**src/brog_pkg.sv**
```systemverilog
`default_nettype none
// ----------------------------------------------------------------------------
// brog_pkg
// Shared types, codes and constants of the buffer region ownership guard.
// ----------------------------------------------------------------------------
package brog_pkg;

  localparam int RegionCountDef  = 7;
  localparam int OwnerCount      = 5;
  localparam int ChannelCount    = 2;
  localparam int SlotsPerChannel = 2;

  localparam int FaultRegionShift = 16;
  localparam int FaultExpShift    = 8;

  localparam logic [2:0] ActHandoff = 3'd0;
  localparam logic [2:0] ActClear   = 3'd1;
  localparam logic [2:0] ActAppend  = 3'd2;
  localparam logic [2:0] ActSetFill = 3'd3;
  localparam logic [2:0] ActRead    = 3'd4;
  localparam logic [2:0] ActFind    = 3'd5;
  localparam logic [2:0] ActQuery   = 3'd6;

  localparam logic [2:0] StOk         = 3'd0;
  localparam logic [2:0] StParam      = 3'd1;
  localparam logic [2:0] StOwnership  = 3'd2;
  localparam logic [2:0] StUnconfig   = 3'd3;
  localparam logic [2:0] StOverrun    = 3'd4;

  localparam logic [1:0] FaultNone      = 2'd0;
  localparam logic [1:0] FaultViolation = 2'd1;
  localparam logic [1:0] FaultOverrun   = 2'd2;

  localparam logic [2:0] NoSlot = 3'd7;

  typedef struct packed {
    logic [2:0]  action;
    logic [2:0]  region;
    logic [2:0]  owner_from;
    logic [2:0]  owner_to;
    logic [31:0] amount;
    logic [1:0]  channel;
  } req_t;

  typedef struct packed {
    logic [2:0]  status;
    logic [2:0]  region_owner;
    logic [31:0] region_used;
    logic [31:0] region_free;
    logic [2:0]  found_region;
    logic [1:0]  fault_kind;
    logic [23:0] fault_word;
    logic [31:0] violation_total;
    logic [31:0] handoff_total;
    logic [31:0] overrun_total;
  } rsp_t;

endpackage
`default_nettype wire

```
**src/buffer_region_ownership_guard.sv**
```systemverilog
`default_nettype none
// ----------------------------------------------------------------------------
// buffer_region_ownership_guard
// Owner and fill tracking for a set of buffer regions, with fault reporting.
//
//   channel   direction  handshake             payload
//   in        input      in_valid_i/in_stall_o  brog_pkg::req_t
//   out       output     out_valid_o/out_stall_i brog_pkg::rsp_t
//   cfg       input      cfg_valid_i/cfg_ready_o cfg_index_i, cfg_data_i
//
// A transaction first reads the owner and fill RAMs, then checks, writes
// back and loads the output register.
// The output register holds a result while out_stall_i is high; the
// check cycle waits until it can be loaded.
// Reset clears control state, capacities, counters and the RAM valid bits.
// ----------------------------------------------------------------------------
module buffer_region_ownership_guard #(
  parameter int REGION_COUNT = brog_pkg::RegionCountDef
) (
  input  wire logic            clk_i,
  input  wire logic            rst_ni,
  input  wire logic            in_valid_i,
  output logic                 in_stall_o,
  input  wire brog_pkg::req_t  in_data_i,
  output logic                 out_valid_o,
  input  wire logic            out_stall_i,
  output brog_pkg::rsp_t       out_data_o,
  input  wire logic            cfg_valid_i,
  output logic                 cfg_ready_o,
  input  wire logic [2:0]      cfg_index_i,
  input  wire logic [31:0]     cfg_data_i
);

  import brog_pkg::*;

  localparam int RIW = (REGION_COUNT > 1) ? $clog2(REGION_COUNT) : 1;

  localparam logic StIdle = 1'b0;
  localparam logic StExec = 1'b1;

  logic              state_q, state_d;
  req_t              req_q;
  rsp_t              out_q;
  logic              out_valid_q;

  logic [31:0]       cap_q [REGION_COUNT];
  logic [REGION_COUNT-1:0] cap_nz_q, owned_q, own_vld_q, fill_vld_q;
  logic [31:0]       viol_q, hand_q, over_q;

  logic              in_acc, out_free, commit;
  logic [RIW-1:0]    rd_idx, ridx;
  logic              in_range;
  logic [2:0]        own_rd;
  logic [31:0]       fill_rd;
  logic [2:0]        owner_cur, owner_new;
  logic [31:0]       fill_cur, fill_new, cap_cur;
  logic              own_we, fill_we;
  logic [2:0]        status;
  logic [1:0]        fkind;
  logic [23:0]       fword;
  logic              viol_inc, hand_inc, over_inc;
  logic [2:0]        found;
  logic [15:0]       avail;
  logic              from_bad, to_bad;
  logic [3:0]        slot_r;

  assign in_stall_o  = (state_q != StIdle);
  assign in_acc      = in_valid_i && !in_stall_o;
  assign out_free    = !out_valid_q || !out_stall_i;
  assign commit      = (state_q == StExec) && out_free;
  assign cfg_ready_o = 1'b1;
  assign out_valid_o = out_valid_q;
  assign out_data_o  = out_q;

  assign rd_idx   = in_data_i.region[RIW-1:0];
  assign ridx     = req_q.region[RIW-1:0];
  assign in_range = req_q.region < 3'(REGION_COUNT);

  brog_ram #(.WIDTH(3), .DEPTH(REGION_COUNT), .AW(RIW)) u_owner_ram (
    .clk_i  (clk_i),
    .we_i   (own_we && commit),
    .waddr_i(ridx),
    .wdata_i(owner_new),
    .re_i   (in_acc),
    .raddr_i(rd_idx),
    .rdata_o(own_rd)
  );

  brog_ram #(.WIDTH(32), .DEPTH(REGION_COUNT), .AW(RIW)) u_fill_ram (
    .clk_i  (clk_i),
    .we_i   (fill_we && commit),
    .waddr_i(ridx),
    .wdata_i(fill_new),
    .re_i   (in_acc),
    .raddr_i(rd_idx),
    .rdata_o(fill_rd)
  );

  // free configured raw slot search
  always_comb begin
    avail = '0;
    avail[REGION_COUNT-1:0] = cap_nz_q & ~owned_q;
    found = NoSlot;
    slot_r = '0;
    if ({2'b00, req_q.channel} < 4'(ChannelCount)) begin
      for (int i = SlotsPerChannel - 1; i >= 0; i--) begin
        slot_r = 4'(req_q.channel) * 4'(SlotsPerChannel) + 4'(i);
        if (slot_r < 4'(REGION_COUNT) && avail[slot_r]) begin
          found = slot_r[2:0];
        end
      end
    end
  end

  always_comb begin
    owner_cur = (in_range && own_vld_q[ridx]) ? own_rd : 3'd0;
    fill_cur  = (in_range && fill_vld_q[ridx]) ? fill_rd : 32'd0;
    cap_cur   = in_range ? cap_q[ridx] : 32'd0;
    from_bad  = {1'b0, req_q.owner_from} >= 4'(OwnerCount);
    to_bad    = {1'b0, req_q.owner_to} >= 4'(OwnerCount);
    owner_new = owner_cur;
    fill_new  = fill_cur;
    own_we    = 1'b0;
    fill_we   = 1'b0;
    status    = StOk;
    fkind     = FaultNone;
    fword     = '0;
    viol_inc  = 1'b0;
    hand_inc  = 1'b0;
    over_inc  = 1'b0;
    if (req_q.action == ActFind) begin
      status = StOk;
    end else if (req_q.action == 3'd7 || !in_range) begin
      status = StParam;
    end else if (req_q.action == ActQuery) begin
      status = StOk;
    end else if (req_q.action == ActClear) begin
      if (from_bad) begin
        status = StParam;
      end else if (owner_cur != req_q.owner_from) begin
        status = StOwnership;
      end else begin
        owner_new = 3'd0;
        fill_new  = 32'd0;
        own_we    = 1'b1;
        fill_we   = 1'b1;
      end
    end else if ((req_q.action == ActHandoff && (from_bad || to_bad)) ||
                 (req_q.action == ActAppend && req_q.amount == 32'd0)) begin
      status = StParam;
    end else if (cap_cur == 32'd0) begin
      status = StUnconfig;
    end else if (owner_cur != req_q.owner_from) begin
      status = StOwnership;
    end else if (req_q.action == ActHandoff) begin
      owner_new = req_q.owner_to;
      own_we    = 1'b1;
      hand_inc  = 1'b1;
    end else if (req_q.action == ActAppend) begin
      if (cap_cur - fill_cur < req_q.amount) begin
        status = StOverrun;
      end else begin
        fill_new = fill_cur + req_q.amount;
        fill_we  = 1'b1;
      end
    end else if (req_q.action == ActSetFill) begin
      if (req_q.amount > cap_cur) begin
        status = StOverrun;
      end else begin
        fill_new = req_q.amount;
        fill_we  = 1'b1;
      end
    end
    if (status == StOwnership) begin
      viol_inc = 1'b1;
      fkind    = FaultViolation;
      fword    = (24'(req_q.region) << FaultRegionShift) |
                 (24'(req_q.owner_from) << FaultExpShift) | 24'(owner_cur);
    end else if (status == StOverrun) begin
      over_inc = 1'b1;
      fkind    = FaultOverrun;
      fword    = 24'(req_q.region);
    end
  end

  always_comb begin
    state_d = state_q;
    case (state_q)
      StIdle: begin
        if (in_acc) begin
          state_d = StExec;
        end
      end
      StExec: begin
        if (commit) begin
          state_d = StIdle;
        end
      end
      default: state_d = StIdle;
    endcase
  end

  always_ff @(posedge clk_i) begin
    if (in_acc) begin
      req_q <= in_data_i;
    end
    if (commit) begin
      out_q.status          <= status;
      out_q.region_owner    <= in_range ? owner_new : 3'd0;
      out_q.region_used     <= in_range ? fill_new : 32'd0;
      out_q.region_free     <= in_range ? cap_cur - fill_new : 32'd0;
      out_q.found_region    <= (req_q.action == ActFind) ? found : NoSlot;
      out_q.fault_kind      <= fkind;
      out_q.fault_word      <= fword;
      out_q.violation_total <= viol_q + 32'(viol_inc);
      out_q.handoff_total   <= hand_q + 32'(hand_inc);
      out_q.overrun_total   <= over_q + 32'(over_inc);
    end
  end

  always_ff @(posedge clk_i or negedge rst_ni) begin
    if (!rst_ni) begin
      state_q     <= StIdle;
      out_valid_q <= 1'b0;
      cap_nz_q    <= '0;
      owned_q     <= '0;
      own_vld_q   <= '0;
      fill_vld_q  <= '0;
      viol_q      <= '0;
      hand_q      <= '0;
      over_q      <= '0;
      for (int i = 0; i < REGION_COUNT; i++) begin
        cap_q[i] <= '0;
      end
    end else begin
      state_q <= state_d;
      if (commit) begin
        out_valid_q <= 1'b1;
      end else if (!out_stall_i) begin
        out_valid_q <= 1'b0;
      end
      if (cfg_valid_i && cfg_ready_o && cfg_index_i < 3'(REGION_COUNT)) begin
        cap_q[cfg_index_i[RIW-1:0]]      <= cfg_data_i;
        cap_nz_q[cfg_index_i[RIW-1:0]]   <= |cfg_data_i;
        fill_vld_q[cfg_index_i[RIW-1:0]] <= 1'b0;
      end
      if (commit) begin
        if (own_we) begin
          own_vld_q[ridx] <= 1'b1;
          owned_q[ridx]   <= |owner_new;
        end
        if (fill_we) begin
          fill_vld_q[ridx] <= 1'b1;
        end
        viol_q <= viol_q + 32'(viol_inc);
        hand_q <= hand_q + 32'(hand_inc);
        over_q <= over_q + 32'(over_inc);
      end
    end
  end

endmodule
`default_nettype wire

```
**src/brog_ram.sv**
```systemverilog
`default_nettype none
// ----------------------------------------------------------------------------
// brog_ram
// Generic single-write, single-read RAM with registered read data.
// ----------------------------------------------------------------------------
module brog_ram #(
  parameter int WIDTH = 32,
  parameter int DEPTH = 7,
  parameter int AW    = (DEPTH > 1) ? $clog2(DEPTH) : 1
) (
  input  wire logic             clk_i,
  input  wire logic             we_i,
  input  wire logic [AW-1:0]    waddr_i,
  input  wire logic [WIDTH-1:0] wdata_i,
  input  wire logic             re_i,
  input  wire logic [AW-1:0]    raddr_i,
  output logic      [WIDTH-1:0] rdata_o
);

  logic [WIDTH-1:0] mem [DEPTH];

  always_ff @(posedge clk_i) begin
    if (we_i) begin
      mem[waddr_i] <= wdata_i;
    end
    if (re_i) begin
      rdata_o <= mem[raddr_i];
    end
  end

endmodule
`default_nettype wire
```
**config.mk**
```make
export PLATFORM = sky130hd
export DESIGN_NAME = buffer_region_ownership_guard
export DESIGN_NICKNAME = d
export VERILOG_FILES = /design/src/brog_pkg.sv /design/src/buffer_region_ownership_guard.sv /design/src/brog_ram.sv
export SDC_FILE = /design/constraint.sdc
export NUM_CORES = 1
export LEC_CHECK = 0
export BUFFER_PORTS_ARGS = -buffer_cell sky130_fd_sc_hd__buf_4
export CAP_MARGIN = 20
export CELL_PAD_IN_SITES_DETAIL_PLACEMENT = 2
export CELL_PAD_IN_SITES_GLOBAL_PLACEMENT = 2
export CORE_MARGIN = 10
export CORE_UTILIZATION = 43
export CTS_CLUSTER_SIZE = 25
export DETAILED_ROUTE_END_ITERATION = 12
export PLACE_DENSITY = 0.85
export SLEW_MARGIN = 40
export SYNTH_ARGS = -nofsm -noshare
export SYNTH_HDL_FRONTEND = slang
export SYNTH_SLANG_ARGS = --single-unit
```
**constraint.sdc**
```tcl
create_clock -name clk_i -period 13.97 [get_ports clk_i]
set_clock_uncertainty 0.2 [all_clocks]
set_input_delay 2.0955 -clock clk_i [delete_from_list [all_inputs] [get_ports clk_i]]
set_output_delay 2.0955 -clock clk_i [all_outputs]
set_load 0.005 [all_outputs]
```
# --- Word level (Yosys, flattened, before mapping) ---
# Memories as Yosys holds them, arrays and structs flattened. A register that Yosys moved wholly into a read port is not among the register bits.
# Cells that the tools add are included.
word_totals:
  ff_bits: 591
  ramBits: 245
  word_cells: 216
  memories: 2
mem_list:
  columns: ["name", "words", "word_bits", "rd", "rd_clocked_by_memory_dff", "wr", "line", "rtl"]
  rows:
  - ["u_fill_ram.mem", 7, 32, 1, 1, 1, "brog_ram.sv:20", "logic [WIDTH-1:0] mem [DEPTH];"]
  - ["u_owner_ram.mem", 7, 3, 1, 1, 1, "brog_ram.sv:20", null]
classes:
  n_addsub: 7
  order_cmp: 18
  eq_ne: 10
  n_mux: 107
  n_bitwise: 11
  n_reduce_logical: 29
op_table:
  columns: ["operator", "n"]
  rows:
  - ["two-way mux 32 bit", 19]
  - ["bitwise mux 224 bit", 1]
  - ["adder 32 x 1 -> 32 bit", 3]
  - ["binary-select mux 32 bit (select 3 bit)", 1]
  - ["demux 32 bit (select 3 bit)", 1]
  - ["two-way mux 3 bit", 26]
  - ["logical NOT 32 bit", 2]
  - ["subtractor 32 bit", 2]
  - ["two-way mux 1 bit", 43]
  - ["adder 32 bit", 1]
  - ["greater-than comparator 32 bit", 1]
  - ["less-than comparator 32 bit", 1]
  - ["OR reduction 32 bit", 1]
  - ["two-way mux 7 bit", 3]
  - ["two-way mux 19 bit", 1]
  - ["bitwise OR 19 x 11 -> 19 bit", 1]
  - ["bitwise OR 19 x 3 -> 19 bit", 1]
  - ["AND 7 bit", 2]
  - ["bitwise mux 7 bit", 2]
  - ["logical AND 1 bit", 14]
  - ["NOT 7 bit", 2]
  - ["bitwise OR 7 bit", 2]
  - ["== test 3 bit (second input constant)", 4]
  - ["== test 3 x 2 -> 1 bit (second input constant)", 3]
  - ["other kinds (27)", 45]

# --- Logic depth before layout (Yosys ltp) ---
# Gate-level depths: netlist of the first run.
depth:
  ltp_word: 21
  mapped_depth: 65

# --- By module ---
# A second synthesis of the first run with hierarchy kept.
unflattened:
  hier_cells: 3342
  area_unflattened_um2: 42547.1
by_module_without_submodules:
  columns: ["module", "instances", "cells_per_inst", "area_each_um2", "seq_area_each_um2"]
  rows:
  - ["buffer_region_ownership_guard", 1, 2794, 31418.9, 15394.8]
  - ["brog_ram at u_fill_ram", 1, 491, 10164.7, 7687.4]
  - ["brog_ram at u_owner_ram", 1, 57, 963.4, 720.7]

# --- Least setup slack after synthesis of the first run ---
# No wires, ideal clock.
synth_timing:
  kind: "register to register"
  start: "register req_q, in the netlist ridx[2]"
  end: "register out_q, in the netlist out_data_o[156], data pin"
  arrival_time_ps: 12150
  required_ps: 13508
  setup_slack_ps: 1358
  path_stages_with_launch: 64
  period_less_slack_ps: 12612
  cell_sequence: "edfxtp_1 buf_2 buf_4 buf_4 buf_2 clkbuf_1 buf_1 mux2i_1 o21ai_0 a32oi_1 o21ai_1 clkbuf_1 buf_1 clkbuf_1 and2_1 ha_1 inv_1 fa_1 (+28 left out) ha_1 nor2b_1 o21ai_0 a21oi_1 o21ai_0 a21oi_1 a211oi_1 nand2_1 o211ai_2 a21oi_1 o2111a_1 o21ai_0 a31o_2 o211ai_2 nand4_1 a211o_1 o211ai_1 mux2_1"
synth_between:
  elab_chain_cells: 18
  word_cells_on_any_way: 37
synth_rtl:
  columns: ["item", "line", "rtl"]
  rows:
  - ["start: declaration", "buffer_region_ownership_guard.sv:42", "req_t req_q;"]
  - ["start signal: assignment", "buffer_region_ownership_guard.sv:205", "req_q <= in_data_i;"]
  - ["NOT 3 -> 4 bit (not written as such)", "buffer_region_ownership_guard.sv:118", "cap_cur = in_range ? cap_q[ridx] : 32'd0;"]
  - ["binary-select mux 32 bit (select 3 bit)", "buffer_region_ownership_guard.sv:118", null]
  - ["two-way mux 32 bit (not written as such) (2 in a row)", "buffer_region_ownership_guard.sv:118", null]
  - ["two-way mux 32 bit", "buffer_region_ownership_guard.sv:118", null]
  - ["subtractor 32 bit / greater-than comparator 32 bit (equally long branches)", "buffer_region_ownership_guard.sv:160, buffer_region_ownership_guard.sv:167", null]
  - ["less-than comparator 32 bit / two-way mux 32 bit (equally long branches)", "buffer_region_ownership_guard.sv:160, buffer_region_ownership_guard.sv:167", null]
  - ["two-way mux 32 bit, on equally long branches", "buffer_region_ownership_guard.sv:160, buffer_region_ownership_guard.sv:166", null]
  - ["two-way mux 32 bit", "buffer_region_ownership_guard.sv:159", "end else if (req_q.action == ActAppend) begin"]
  - ["(+2 left out)", null, null]
  - ["two-way mux 32 bit", "buffer_region_ownership_guard.sv:151", "end else if (cap_cur == 32'd0) begin"]
  - ["two-way mux 32 bit", "buffer_region_ownership_guard.sv:148", "end else if ((req_q.action == ActHandoff && (from_bad || to_bad)) ||"]
  - ["two-way mux 32 bit", "buffer_region_ownership_guard.sv:137", "end else if (req_q.action == ActClear) begin"]
  - ["two-way mux 32 bit", "buffer_region_ownership_guard.sv:135", "end else if (req_q.action == ActQuery) begin"]
  - ["two-way mux 32 bit", "buffer_region_ownership_guard.sv:133", "end else if (req_q.action == 3'd7 || !in_range) begin"]
  - ["two-way mux 32 bit (*)", "buffer_region_ownership_guard.sv:131", "if (req_q.action == ActFind) begin"]
  - ["net fill_new[1]", "buffer_region_ownership_guard.sv:56", "logic [31:0] fill_cur, fill_new, cap_cur;"]
  - ["subtractor 32 bit (*)", "buffer_region_ownership_guard.sv:211", "out_q.region_free <= in_range ? cap_cur - fill_new : 32'd0;"]
  - ["end: declaration", "buffer_region_ownership_guard.sv:43", "rsp_t out_q;"]
# The timed path passes the listed nets; every way through them passes the cells marked *. The select of a mux whose other input is x is not followed.
# A chain may end at the register's enable or synchronous reset.

# --- Final worst setup path of the first run ---
layout_timing:
  start: "register req_q, in the netlist ridx[0]"
  end: "register out_q, in the netlist out_data_o[156], data pin"
# The elaborated chain is that of the path after synthesis.

==> results of run 1 <==
-- cell type report --
class | count | area [sq um]
Clock buffer | 118 | 2620
Timing Repair Buffer | 340 | 2670
Clock inverter | 61 | 646
Tap cell | 1276 | 1600
Multi-Input combinational cell | 2164 | 16800
Inverter | 171 | 649
Fill cell | 9239 | 47600
Sequential cell | 850 | 23800
Antenna cell | 8 | 20.0
-- registers in the layout, summed over array words and instances, names as in the netlist, 3 cells and up --
signal               cells
cap_nz_q                 4
u_owner_ram.mem         21
viol_q                  32
fill_vld_q               7
owned_q                  4
own_vld_q                7
u_owner_ram.rdata_o      3
u_fill_ram.mem         224
ridx                     3
cap_q                  224
over_q                  32
out_data_o             180
hand_q                  32
u_fill_ram.rdata_o      32
req_q                   43
-- Yosys cell counts, drive strengths merged (90+ instances only) --
cell,instances
edfxtp,506
clkbuf,90
a21oi,106
ha,155
xor2,113
xnor2,144
nand2,273
inv,170
nor2,184
dfrtp,344
mux2,283
o21ai,123
-- worst max-delay path by stage --
stage,start,end,slack [ns],cells past startpoint
6_report,ridx[0],out_data_o[156],0.42,54
5_1_grt,ridx[0],out_data_o[153],-0.05,50
4_1_cts,ridx[1],out_data_o[153],0.09,49
3_5_place_dp,ridx[2],out_data_o[153],0.53,50
3_3_place_gp,ridx[1],out_data_o[155],1.32,49
2_1_floorplan,ridx[2],out_data_o[156],1.36,63
-- metrics by stage --
step | util, % | std cells
after floorplan | - | 3330
after global placement | 47.0 | 4787
after detailed placement | 47.1 | 4791
after CTS | 50.5 | 4974
after global routing | 50.7 | 4988
final | 50.7 | 4988
-- timing repair --
| item | CTS | global route |
|---|---|---|
| setup buffers | 4 | 4 |
| resized for setup | 0 | 10 |
| endpoints found under the hold margin | 0 | 0 |
| setup endpoints to repair | 4 | 10 |
| gates cloned | 0 | 0 |
-- routing by layer --
| metal | GRT usage [%] | share of wire [%] | wire, um |
|---|---|---|---|
| met1 | 34.3 | 39 | 63300 |
| met2 | 49.4 | 50 | 82100 |
| met3 | 5.75 | 6.3 | 10400 |
| met4 | 14.4 | 5.0 | 8280 |
| met5 | 0 | 0.041 | 67 |
-- critical path, delay by kind of cell, from the launching register on --
kind                     cells  cell delay (ns)
AND/OR/NAND/NOR             13             2.45
multiplexers                 1             0.36
adder cells (fa/ha/maj)      3             0.94
buffers and inverters        5             1.17
XOR/XNOR                     1             0.11
AO/OA/AOI/OAI               31             7.60
flip-flops                   1             0.39
-- power groups by stage --
stage / Combinational, uW / Clock, uW / Sequential [uW]
5_1_grt: 1860 / 2780 / 3170
3_5_place_dp: 1630 / 0 / 3180
2_1_floorplan: 993 / 0 / 3120
6_report: 1730 / 2660 / 3160
4_1_cts: 1700 / 2680 / 3150
3_3_place_gp: 1520 / 0 / 3150
-- kinds of logic after synthesis --
logic type / after synthesis
xor+xnor: 257
mux: 402
flops: 850
compound gates: 529
fa+ha+maj: 158
simple gates: 802
buf+inv: 316
other cells: 2
==> impl_results.md, run 1 <==
- CTS buffer count: 95
- Place WS: 0.534 ns
- CP peak stage delay: 0.47 ns
- Min-Delay Path Class: flop to flop
- Hold_ws: 0.290 ns
- Initial core utilization: 43.3%
- Synth Register Bits: 850
- Hold Startpoint: hand_q[0]
- Sequential power share: 41.8%
- Hold-critical path depth: 2
- Fraction of synthesized cell area in xor and xnor cells: 5.40%
- Simple-Gate Fraction of Synth Area: 9.10%
- DR WL/cell: 32.9 um
- Synth Flop Type: edfxtp_1
- Worst EP required: 14.20 ns
- Chip height: 331 um
- Critical setup path kind: flop to flop
- Dominant combinational cell family by area after synthesis: multiplexers
- Slew headroom: 41.0%
- Final WS setup: 0.416 ns
- Via count: 30700
- Pwr per Cell Area: 155 mW/mm^2
- Switching fraction of total power: 31.9%
- Post-Syn Instances: 3316
- I/O Buffers: 267
- DP HPWL: 106000 um
- # IOs: 284
- Max Fclk: 0.0738 GHz
- Share of layout cells above drive strength 1: 24.3%
- Via/cell ratio: 6.16
- First-pass GRT wire length: 241000 um
- Post-synth EDFFs: 506
- DRT iter0 DRCs: 2720
- Core Area: 0.0964 sq mm
- Commonest non-fill, non-tap cell in the layout: edfxtp_1
- Crit-path max FO: 28
- Hold endpoint: hand_q[0]
- Measured slew at the worst slew-check pin: 0.884 ns
- P_leak: 0.0205 uW
- Compound-Gate Fraction of Synth Area: 8.70%
- Ys Warns: 0
- Worst-skew pair later-pin latency: 0.73 ns
- Synth-to-Final Area Change: 17.1%
- Num rows: 114
- CP startpoint kind: flop
- Post-route design area: 0.0488 sq mm
- Post-Synth Adder-Cell Area: 4.79%
- Total power draw: 7550 uW
- Buffer depth of the longest clock path: 3
- Largest net degree at the start of global routing: 113
- Syn_area_per_cell: 12.6 sq um
- Drt total wl: 164000 um
- Max rail drop VDD: 0.0955 mV
- Multiplexer share of the synthesized area: 11.8%
- ANT nets after route: 0
- Yosys cell types: 98
- Root Buffer: clkbuf_16
- Clk pwr share: 35.3%
- Sequential area share after synthesis: 57.1%
- Synth area leaders: edfxtp_1, dfrtp_1, mux2_2
- H-tree Lvls: 3
- Most frequent cells in the layout: edfxtp_1, dfrtp_1, buf_4
- Number of max-cap violations: 0
- Chip width: 331 um
- Reg2Reg Setup Slack: 0.42 ns
- Antenna violations before repair: 15
- Min Tclk post-route: 13.55 ns
- Slowest-stage cell, CP: o21ai_2
- CP most frequent cell: o21ai_0
- Critical R2R Capture: out_data_o[156]
- Setup violators final: 0
- Area post-placement: 0.0454 sq mm
- Gate power share: 23.0%
- Nature of the critical path endpoint: flop
- Yosys top cell area share: 36.4%
- Router iterations before antenna repair: 7
- R2r startpoint: ridx[0]
- Total gr overflow: 0
- Post-Syn Area: 0.0417 sq mm
- Residual DRC: 0
- Switching power: 2410 uW
- Post-synth top area cell: edfxtp_1
- Post-Route Setup TNS: 0 ns
- Vias in the first global route: 34700
- Pint: 5140 uW
- Status: completed
- Tot GR Track Use: 28.9%
- Fin. max-slew vios: 0
- Die area: 0.110 sq mm
- CTS hold repair buffers: 0
- Final period util: 97.0%
- Hold Violations, Final: 0
- TritonCTS Sinks: 850
- Worst EP arrival: 13.79 ns
- Worst-path clk slew: 0.06 ns
- RD Place Congestion: 0.871
- R2r worst-path depth: 54
- Fin nets: 3866
- Async SR Flop Fraction: 40.5%
- TritonCTS clock tree: done
Power figures use the tool's default switching activity.
==> inputs of run 2 (changes only) <==
--- a/config.mk
+++ b/config.mk
@@ -9,10 +9,10 @@
 export CAP_MARGIN = 20
 export CELL_PAD_IN_SITES_DETAIL_PLACEMENT = 2
 export CELL_PAD_IN_SITES_GLOBAL_PLACEMENT = 2
-export CORE_MARGIN = 10
 export CORE_UTILIZATION = 43
 export CTS_CLUSTER_SIZE = 25
 export DETAILED_ROUTE_END_ITERATION = 12
+export MAX_ROUTING_LAYER = met4
 export PLACE_DENSITY = 0.85
 export SLEW_MARGIN = 40
 export SYNTH_ARGS = -nofsm -noshare
==> run 2 against run 1 <==
Effect of this change: first-iteration DRC count is 7.8% lower; maximum frequency increased by 1.3%; wire length down 0.95%; global-route usage grew 4.4 points; sequential share of layout area is 0.15 points higher; largest cell class unchanged; design area shrank 0.30%; setup slack better by 0.18 ns; critical path depth unchanged.
==> impl_results.md, run 2 (synthesis gave the netlist of run 1 again) <==
- Status: completed
- Final WS setup: 0.596 ns (+0.180 ns)
- Share of layout cells above drive strength 1: 23.7% (-0.61 points)
- H-tree Lvls: 3 (unchanged)
- Drt total wl: 163000 um (-0.95%)
- Commonest non-fill, non-tap cell in the layout: edfxtp_1
- Post-route design area: 0.0487 sq mm (-0.30%)
- Measured slew at the worst slew-check pin: 0.917 ns (+0.0324 ns)
- Worst-skew pair later-pin latency: 0.72 ns (about the same)
- Worst-path clk slew: 0.07 ns (about the same)
- # IOs: 284 (unchanged)
- Hold Violations, Final: 0 (unchanged)
- Critical setup path kind: flop to flop
- # fillers: 9135 (-1.1%)
- DRT iter0 DRCs: 2507 (-7.8%)
- CP startpoint kind: flop
- Tot GR Track Use: 33.3% (+4.4 points)
- First-pass GRT wire length: 234000 um (-2.8%)
- P_leak: 0.0204 uW (-0.50%)
- Antenna violations before repair: 13 (-2)
- Setup violators final: 0 (unchanged)
- Chip height: 313 um (-5.4%)
- Slew headroom: 38.5% (-2.5 points)
- Slowest-stage cell, CP: edfxtp_1
- Fin. max-slew vios: 0 (unchanged)
- CP peak stage delay: 0.53 ns (+0.06 ns)
- Post-Layout Cell Count: 4976 (-0.24%)
- Total gr overflow: 0 (unchanged)
- Crit-path max FO: 21 (-25%)
- ANT nets after route: 0 (unchanged)
- Synth-to-Final Area Change: 16.7%
- Max rail drop VDD: 0.0962 mV (+0.74%)
- CTS buffer count: 94 (-1.1%)
- Post-layout util: 50.9% (+0.30 points)
- Pwr per Cell Area: 153 mW/mm^2 (-0.92%)
- Max Fclk: 0.0748 GHz (+1.3%)
- I/O Buffers: 267 (unchanged)
- Worst EP arrival: 13.58 ns (-0.21 ns)
- RD Place Congestion: 0.911 (+4.6%)
- Via count: 30600 (-0.50%)
- Die area: 0.0983 sq mm (-11%)
- Number of max-cap violations: 0 (unchanged)
- CP most frequent cell: a21oi_1
- Most frequent cells in the layout: edfxtp_1, dfrtp_1, buf_4
- Router iterations before antenna repair: 5 (-2)
- DP HPWL: 102000 um (-3.4%)
- Residual DRC: 0 (unchanged)
- Via/cell ratio: 6.15 (-0.26%)
- Min Tclk post-route: 13.37 ns (-0.180 ns)
- Core Area: 0.0956 sq mm (-0.88%)
- Min-Delay Path Class: flop to flop
- Initial core utilization: 43.6% (+0.38 points)
- Chip width: 313 um (-5.4%)
- Fin nets: 3862 (-0.10%)
- Nature of the critical path endpoint: flop
- DR WL/cell: 32.7 um (-0.71%)
- Root Buffer: clkbuf_16
- Largest net degree at the start of global routing: 117 (+3.5%)
- TritonCTS clock tree: done
- Place WS: 0.586 ns (+0.0524 ns)
- Final period util: 95.7% (-1.3 points)
- TritonCTS Sinks: 850 (unchanged)
- Worst EP required: 14.18 ns (-0.02 ns)
- Num rows: 113 (-0.88%)
- Dpl cells: 4778 (-0.27%)
- Vias in the first global route: 34100 (-1.8%)
- CTS hold repair buffers: 0 (unchanged)
- Buffer depth of the longest clock path: 3 (unchanged)
- Area post-placement: 0.0454 sq mm (-0.13%)
-- run 2: cell count changes in the layout (fill, tap and decap cells not counted), moves of 2 or more --
| cell | previous run | this run |
|---|---|---|
| clkinv_2 | 23 | 14 |
| clkinvlp_4 | 6 | 4 |
| clkbuf_1 | 10 | 29 |
| clkinv_4 | 7 | 0 |
| clkinv_1 | 9 | 11 |
| buf_12 | 2 | 4 |
| inv_6 | 3 | 1 |
| clkbuf_16 | 97 | 95 |
| diode_2 | 8 | 13 |
-- run 2: power breakdown --
group	switching (uW)	total [uW]	internal (uW)	leakage [uW]
registers	199	3160	2960	0.00910
logic	1040	1720	684	0.00975
clock network	1130	2580	1450	0.00151
-- run 2: cell type report --
| type | instances | area (sq um) | share of cell area, % |
|---|---|---|---|
| clock buffers | 134 | 2620 | 5.39 |
| repair buffers | 337 | 2640 | 5.42 |
| clock inverters | 42 | 494 | 1.02 |
| flip-flops and latches | 850 | 23800 | 48.9 |
| well taps | 1265 | 1580 | 3.25 |
| inverters | 171 | 649 | 1.33 |
| multi-input cells | 2164 | 16900 | 34.6 |
| diodes | 13 | 32.5 | 0.0668 |
-- run 2: metal layers --
layer,track usage (%),up-vias,share of wire [%],wire length [um]
met5,-,-,0,0
met4,16.3,0,5.0,8100
met3,5.70,448,5.7,9300
met2,56.2,1264,51,82200
met1,38.3,16100,39,62900
li1,-,12700,-,-
-- run 2: what timing repair did --
| item | 4_1_cts | 5_1_grt |
|---|---|---|
| gates resized for setup | 0 | 12 |
| setup endpoints to repair | 0 | 10 |
| buffers inserted | 0 | 8 |
-- run 2: worst max-delay path, delay by kind of cell (launching register included) --
family / cells / cell delay (ns)
AO/OA/AOI/OAI: 35 / 7.66
XOR/XNOR: 1 / 0.11
adder cells (fa/ha/maj): 4 / 1.28
buffers and inverters: 4 / 0.89
flip-flops: 1 / 0.53
multiplexers: 2 / 0.57
AND/OR/NAND/NOR: 8 / 1.76
-- run 2: final timing paths --
kind	startpoint	end	slack [ns]	cells past startpoint
worst max-delay path	ridx[2]	out_data_o[156]	0.60	54
worst min-delay path	cap_nz_q[3]	cap_nz_q[3]	0.30	2
worst max register to register	ridx[2]	out_data_o[156]	0.60	54
worst min register to register	cap_nz_q[3]	cap_nz_q[3]	0.30	2
max in group asynchronous	rst_ni	viol_q[30]	10.38	4
min in group asynchronous	rst_ni	cap_q[177]	1.16	1
-- run 2: stage by stage --
stage | hold slack, ns | total power, uW | setup TNS (ns)
final | 0.301 | 7460 | 0
after global routing | 0.321 | 7680 | -0.343
after CTS | 0.302 | 7440 | 0
after detailed placement | 0.277 | 4790 | 0
after global placement | 0.251 | 4650 | 0
after floorplan | 0.233 | 4110 | 0
